[src/rtl/dac_pkg.sv]
`timescale 1ns / 1ps
// ----------------------------------------------------------------------------
// dac_pkg : shared types and codes
// Command and status codes, the word type and the control bundles that pass
// between the controller and the datapath.
// ----------------------------------------------------------------------------
package dac_pkg;

    typedef logic signed [17:0] word_t;

    localparam logic [1:0] CMD_LOAD    = 2'd0;
    localparam logic [1:0] CMD_EXEC    = 2'd1;
    localparam logic [1:0] CMD_RESTART = 2'd2;

    localparam logic [2:0] ST_OK       = 3'd0;
    localparam logic [2:0] ST_REJECT   = 3'd1;
    localparam logic [2:0] ST_HALTED   = 3'd2;
    localparam logic [2:0] ST_DIV_ZERO = 3'd3;
    localparam logic [2:0] ST_OVERFLOW = 3'd4;
    localparam logic [2:0] ST_STOPPED  = 3'd5;
    localparam logic [2:0] ST_PC_END   = 3'd6;

    typedef struct packed {
        logic clear;
        logic accept;
        logic quick;
        logic fetch;
        logic decode;
        logic split;
        logic ld_commit;
        logic op_read;
        logic exec;
        logic div_step;
        logic acc_commit;
        logic push;
    } dac_cmd_t;

    typedef struct packed {
        logic clr_last;
        logic is_load;
        logic go_fetch;
        logic to_acc;
        logic to_div;
        logic div_done;
        logic slot_free;
    } dac_sts_t;

endpackage

[src/rtl/dac_ctrl.sv]
`timescale 1ns / 1ps
// ----------------------------------------------------------------------------
// dac_ctrl : sequencing controller
// Clears the word memory after reset, then walks each command word through fetch,
// decode, operand read, execute, divide and result hand-off as its command needs.
// ----------------------------------------------------------------------------
module dac_ctrl (
    input  logic              clk,
    input  logic              rst_n,
    input  logic              in_valid,
    output logic              in_ready,
    input  dac_pkg::dac_sts_t sts,
    output dac_pkg::dac_cmd_t cmd
);
    import dac_pkg::*;

    localparam logic [3:0] S_CLEAR = 4'd0;
    localparam logic [3:0] S_IDLE  = 4'd1;
    localparam logic [3:0] S_DISP  = 4'd2;
    localparam logic [3:0] S_FETCH = 4'd3;
    localparam logic [3:0] S_MUL   = 4'd4;
    localparam logic [3:0] S_SPLIT = 4'd5;
    localparam logic [3:0] S_LDCHK = 4'd6;
    localparam logic [3:0] S_OPRD  = 4'd7;
    localparam logic [3:0] S_EXEC  = 4'd8;
    localparam logic [3:0] S_DIV   = 4'd9;
    localparam logic [3:0] S_ACC   = 4'd10;
    localparam logic [3:0] S_FIN   = 4'd11;

    logic [3:0] state_reg;
    logic [3:0] state_next;

    always_ff @(posedge clk or negedge rst_n)
    begin
        if (!rst_n)
        begin
            state_reg <= S_CLEAR;
        end
        else
        begin
            state_reg <= state_next;
        end
    end

    assign in_ready = (state_reg == S_IDLE);

    always_comb
    begin
        cmd        = '0;
        state_next = state_reg;
        unique case (state_reg)
            S_CLEAR:
            begin
                cmd.clear = 1'b1;
                if (sts.clr_last)
                begin
                    state_next = S_IDLE;
                end
            end
            S_IDLE:
            begin
                if (in_valid)
                begin
                    cmd.accept = 1'b1;
                    state_next = S_DISP;
                end
            end
            S_DISP:
            begin
                if (sts.is_load)
                begin
                    state_next = S_MUL;
                end
                else if (sts.go_fetch)
                begin
                    state_next = S_FETCH;
                end
                else
                begin
                    cmd.quick  = 1'b1;
                    state_next = S_FIN;
                end
            end
            S_FETCH:
            begin
                cmd.fetch  = 1'b1;
                state_next = S_MUL;
            end
            S_MUL:
            begin
                cmd.decode = 1'b1;
                state_next = S_SPLIT;
            end
            S_SPLIT:
            begin
                cmd.split  = 1'b1;
                state_next = sts.is_load ? S_LDCHK : S_OPRD;
            end
            S_LDCHK:
            begin
                cmd.ld_commit = 1'b1;
                state_next    = S_FIN;
            end
            S_OPRD:
            begin
                cmd.op_read = 1'b1;
                state_next  = S_EXEC;
            end
            S_EXEC:
            begin
                cmd.exec = 1'b1;
                if (sts.to_div)
                begin
                    state_next = S_DIV;
                end
                else if (sts.to_acc)
                begin
                    state_next = S_ACC;
                end
                else
                begin
                    state_next = S_FIN;
                end
            end
            S_DIV:
            begin
                if (sts.div_done)
                begin
                    state_next = S_ACC;
                end
                else
                begin
                    cmd.div_step = 1'b1;
                end
            end
            S_ACC:
            begin
                cmd.acc_commit = 1'b1;
                state_next     = S_FIN;
            end
            S_FIN:
            begin
                if (sts.slot_free)
                begin
                    cmd.push   = 1'b1;
                    state_next = S_IDLE;
                end
            end
            default:
            begin
                state_next = S_CLEAR;
            end
        endcase
    end
endmodule

[config.mk]
export PLATFORM = sky130hd
export DESIGN_NAME = dac_ctrl
export DESIGN_NICKNAME = d
export VERILOG_FILES = /design/src/rtl/dac_pkg.sv /design/src/rtl/dac_ctrl.sv
export SDC_FILE = /design/constraint.sdc
export NUM_CORES = 1
export LEC_CHECK = 0
export ABC_AREA = 1
export BUFFER_PORTS_ARGS = -buffer_cell sky130_fd_sc_hd__buf_2
export CORE_AREA = 2 2 39 41
export DETAILED_ROUTE_END_ITERATION = 8
export DIE_AREA = 0 0 41 43
export MAX_ROUTING_LAYER = met4
export SLEW_MARGIN = 10
export SYNTH_ARGS = -nofsm -noshare
export SYNTH_HDL_FRONTEND = slang
export SYNTH_SLANG_ARGS = --single-unit
[constraint.sdc]
create_clock -name clk -period 2.2 [get_ports clk]
set_input_delay 0.33 -clock clk [delete_from_list [all_inputs] [get_ports clk]]
set_output_delay 0.33 -clock clk [all_outputs]
set_load 0.05 [all_outputs]
==> summary.txt, run 1 <==
outcome: complete, no violations
reg-to-reg critical path startpoint: state_reg[0]$_DFFE_PN0P_
r2r setup slk: 0.87 ns
wire per inst: 8.72 um
Yosys reg bits: 4
Synth Net Count: 87
setup_tns: 0 ns
share of layout cells above drive strength 1: 0.282
I/O pin total: 23
GPL Wtd Cong: 0.847
CTS sink count: 4
Die Ht: 43 um
CP Data Required Time: 1.87 ns
Crit Path Max Fanout: 4
DR vias/cell: 4.33
synthesized cell area: 405 um^2
Fmax: 563 MHz
Tmin final: 1.78 ns
GR Overflow Total: 0
MaxCap Viol Count: 0
Register-to-Register Path Depth: 6
P_leak: 0.000398 uW
full die area: 1760 um^2
CTS buffer count: 3
Mapped Cells: 77
type of origin of the critical path: flip-flop
sink of the worst hold path: state_reg[2]$_DFFE_PN0P_
unrepaired setup endpoints after global routing: false
ratio of total power to cell area: 1430 nW/um^2
final hold slack: 0.383 ns
H-tree levels: 1
area delta synth->final: 40.1%
CTS clk-pin slew, worst paths: 0.04 ns
n_diodes: 0
Clock Tree Buf Depth: 2
total number of vias: 515
sequential share of the synthesized area: 0.247
Worst Path Arrival: 1.45 ns
initial core utilization: 0.293
synth unique cells: 14
# nets final: 115
fillers: 170
Post-route DRC: 0
width of the die: 41 um
num rows: 14
worst-margin pin slew: 0.282 ns
Iter 0 DRT Violations: 7
post-detail-place hpwl: 866 um
Crit. End Element: output pin
1st-pass router iterations: 3
commonest cells after routing, fill and taps aside: nand2_1, buf_2, inv_1, nor2_1
HP Class: primary input to flip-flop
largest net degree at the start of global routing: 7
clock latency on the worst-skew pair: 0.23 ns
Layout Utilization: 0.410
setup violators final: 0
Reg2Reg Capture Point: state_reg[3]$_DFFE_PN0P_
clock skew: 0.00615 ns
core footprint: 1380 um^2
Yosys warning count: 0
Setup Fix Bufs, Post-CTS: 0
initial antenna violation count: 0
Total GRT Usage: 0.143
Max-slew headroom: 0.811
hold wc startpoint: sts[5]
ANT nets after route: 0
CTS tree: yes
first-pass GRT wire length: 1680 um
worst setup margin: 0.422 ns
Port-buffer cells: 22
max reg flops: 4
worst vdd ir: 660 uV
Clock Root Buffer: clkbuf_4
vias in the first global route: 430
pre-CTS setup slack: 0.694 ns
Final Cycle Share: 0.808
Setup CP Type: flip-flop to output pin
syn_area_per_cell: 5.26 um^2
hold path depth: 3
max-slew violation count: 0
Hold Vio Cnt, Final: 0
Total Routed Length: 1040 um
==> final cells by class <==
| cell class | count | area, um^2 | area share |
|---|---|---|---|
| flip-flops and latches | 4 | 100 | 0.176 |
| well taps | 16 | 20.0 | 0.0352 |
| inverters | 19 | 71.3 | 0.126 |
| repair buffers | 23 | 120 | 0.211 |
| multi-input cells | 54 | 234 | 0.412 |
| clock buffers | 3 | 22.5 | 0.0396 |
==> power by group <==
group / switching, uW / internal [uW]
combinational: 429 / 145
clock: 27.7 / 60.8
sequential: 42.0 / 108
==> synth_stat cells <==
| library cell | n | area share |
|---|---|---|
| nand2_1 | 22 | 0.20 |
| inv_1 | 18 | 0.17 |
| nor2_1 | 17 | 0.16 |
| dfrtp_1 | 4 | 0.25 |
| nand3_1 | 4 | 0.049 |
| o21ai_0 | 3 | 0.037 |
| a21oi_1 | 2 | 0.025 |
| inv_2 | 1 | 0.0093 |
| nand2_2 | 1 | 0.015 |
| nor2_2 | 1 | 0.015 |
| nor3_1 | 1 | 0.012 |
| o211ai_1 | 1 | 0.019 |
| o21ai_2 | 1 | 0.022 |
| o221ai_1 | 1 | 0.022 |
==> per-stage QoR <==
step | cells | power (uW) | cell area (um^2)
2_1_floorplan | 77 | 597 | 405
5_1_grt | 119 | 890 | 568
6_report | 119 | 812 | 568
3_3_place_gp | 115 | 721 | 536
4_1_cts | 119 | 817 | 568
3_5_place_dp | 115 | 721 | 536
==> critical path, cell delays in order (launching register included) <==
cell	delay, ns
dfrtp_1	0.40
nor2_1	0.26
nand2_1	0.11
inv_1	0.08
nand2_1	0.07
inv_1	0.05
buf_2	0.24
==> timing repair <==
item	4_1_cts	5_1_grt
endpoints found under the hold margin	4	0
hold buffers	1	0
gates resized for setup	0	0
==> layer usage <==
layer	vias to the layer above	share of wire	global-route usage
met5	-	0	-
met4	0	0	0.0200
met3	0	0.069	0.0628
met2	15	0.46	0.206
met1	217	0.47	0.186
li1	283	-	-
==> worst max-delay path by stage <==
stage                                   startpoint  endpoint  slack (ns)  cells after the start
after CTS                 state_reg[1]$_DFFE_PN0P_    cmd[9]        0.45                      7
after detailed placement  state_reg[3]$_DFFE_PN0P_    cmd[9]        0.69                      6
after global routing      state_reg[3]$_DFFE_PN0P_    cmd[9]        0.33                      6
after global placement    state_reg[3]$_DFFE_PN0P_    cmd[9]        0.69                      6
final                     state_reg[2]$_DFFE_PN0P_    cmd[9]        0.42                      6
after floorplan           state_reg[1]$_DFFE_PN0P_    cmd[0]        0.26                      2
==> logic make-up after synthesis <==
group | Yosys count | share of synthesized area
and+or+nand+nor | 46 | 0.454
AOI/OAI and AO/OA | 8 | 0.123
buffers and inverters | 19 | 0.176
DFF | 4 | 0.247
Note: power is estimated with default switching activity, not from simulation.
==> run 2, diff against run 1 <==
==> constraint.sdc (replaced) <==
create_clock -name clk -period 1.6 [get_ports clk]
set_input_delay 0.24 -clock clk [delete_from_list [all_inputs] [get_ports clk]]
set_output_delay 0.24 -clock clk [all_outputs]
set_load 0.05 [all_outputs]
==> run 2 against run 1 <==
Net effect:
- core utilization grew 5.3 points
- total power grew 51%
- non-clock buffer count is the same
- global-route usage grew 1.4 points
- critical endpoint is now cmd[10]
- highest routed layer is now met4
==> summary.txt, run 2 (same netlist as run 1, synthesis figures left out) <==
outcome: complete, no violations
delay of the slowest critical-path stage: 0.43 ns
CTS buffer count: 3
core footprint: 1380 um^2
first-pass GRT wire length: 1810 um
num rows: 14
Layout Cells excl Fill: 119
n_diodes: 0
Fmax: 651 MHz
unrepaired setup endpoints after global routing: true
largest net degree at the start of global routing: 7
setup violators final: 0
commonest non-fill, non-tap cell in the layout: nand2_1
initial core utilization: 0.293
Comb power frac: 0.717
net switching power: 728 uW
1st-pass router iterations: 4
Design Area, Final: 642 um^2
Buf/Inv on CP: 2
MaxCap Viol Count: 0
wire per inst: 9.29 um
vias in the first global route: 457
max-slew violation count: 0
DP Cell Count: 115
crit path from: state_reg[0]$_DFFE_PN0P_
H-tree levels: 1
Clock Root Buffer: clkbuf_4
setup_tns: 0 ns
Hold Vio Cnt, Final: 0
P_leak: 0.000395 uW
hold wc startpoint: sts[5]
reg-to-reg critical path startpoint: state_reg[0]$_DFFE_PN0P_
worst setup margin: 0.0638 ns
clock latency on the worst-skew pair: 0.23 ns
commonest cells after routing, fill and taps aside: nand2_1, inv_1, buf_2, nor2_1, nor2_2
share of layout cells above drive strength 1: 0.398
CTS sink count: 4
Die Ht: 43 um
Crit Path Max Fanout: 6
type of origin of the critical path: flip-flop
GR Overflow Total: 0
hold path depth: 3
Clock Tree Buf Depth: 2
full die area: 1760 um^2
fillers: 148
worst vdd ir: 1190 uV
sequential share of power: 0.185
Crit. End Element: output pin
Register-to-Register Path Depth: 6
Setup Fix Bufs, Post-CTS: 0
max reg flops: 4
Final Cycle Share: 0.960
DR vias/cell: 4.49
CTS tree: yes
CP Data Required Time: 1.36 ns
Post-route DRC: 0
total number of vias: 534
I/O pin total: 23
Pwr Total: 1230 uW
Setup CP Type: flip-flop to output pin
r2r setup slk: 0.31 ns
Max-slew headroom: 0.836
CTS clk-pin slew, worst paths: 0.03 ns
sink of the worst hold path: state_reg[2]$_DFFE_PN0P_
ANT nets after route: 0
Worst Path Arrival: 1.30 ns
switching share of power: 0.593
Total Routed Length: 1110 um
# nets final: 115
critical-path cell list: inv_1 -> nor2_2 -> nand2_1 -> nor2_1 -> buf_6
ratio of total power to cell area: 1910 nW/um^2
post-detail-place hpwl: 882 um
Total GRT Usage: 0.157
Tmin final: 1.54 ns
Reg2Reg Capture Point: state_reg[1]$_DFFE_PN0P_
area delta synth->final: 58.3%
pre-CTS setup slack: 0.176 ns
CP delay by family, top: flip-flops
GPL Wtd Cong: 0.780
worst-margin pin slew: 0.248 ns
width of the die: 41 um
Port-buffer cells: 22
HP Class: primary input to flip-flop
clock skew: 0.000153 ns
Int Power: 500 uW
DP Area: 543 um^2
Iter 0 DRT Violations: 9
initial antenna violation count: 0
Critical Path Slowest Stage Cell: dfrtp_2
Clock Power Share: 0.098
## run 2: cell types whose count changed in the layout (fill, tap and decap cells not counted), sizes merged
cell and delta:
buf -3, clkbuf +3
## run 2: how the worst max path moves through the flow
| stage | slack (ns) | depth (start not counted) | to |
|---|---|---|---|
| after floorplan | 0.003 | 3 | cmd[7] |
| after global placement | 0.16 | 7 | cmd[9] |
| after detailed placement | 0.18 | 6 | cmd[9] |
| after CTS | 0.008 | 6 | cmd[9] |
| after global routing | -0.02 | 4 | cmd[7] |
| final | 0.06 | 5 | cmd[10] |
## run 2: routing by layer
metal,vias up,global-route usage,share of wire
li1,285,-,-
met1,226,0.192,0.44
met2,21,0.234,0.48
met3,2,0.0314,0.063
met4,0,0.0800,0.012
met5,-,-,0
## run 2: tightest hold or removal path, stage by stage
cell	delay [ns]
buf_2	0.11
nand2_1	0.07
o221ai_1	0.07
## run 2: cell type report
cell class                 instances  area (um^2)  share of cell area
multi-input combinational         54          262               0.407
clock buffer                       3         22.5              0.0351
timing repair buffer              23          163               0.253
tap                               16         20.0              0.0312
inverter                          19         71.3               0.111
sequential                         4          104               0.162
## run 2: what timing repair did
item,in CTS,in global routing
cloned,0,0
endpoints found under the hold margin,4,0
pin swaps,0,0
setup endpoints to repair,6,8
hold buffers,1,0
resized for setup,9,20
## run 2: metrics by stage
stage / util / hold slack [ns]
5_1_grt: 0.464 / 0.315
3_3_place_gp: 0.392 / 0.0461
4_1_cts: 0.430 / 0.288
6_report: 0.464 / 0.297
2_1_floorplan: - / -0.0556
3_5_place_dp: 0.392 / 0.0467
## run 2: power by group through the flow
| stage | sequential, uW | clock [uW] | combinational [uW] |
|---|---|---|---|
| floorplan | 191 | 0 | 639 |
| global placement | 201 | 0 | 801 |
| detailed placement | 203 | 0 | 797 |
| CTS | 214 | 126 | 827 |
| global route | 236 | 132 | 981 |
| finish | 227 | 121 | 880 |
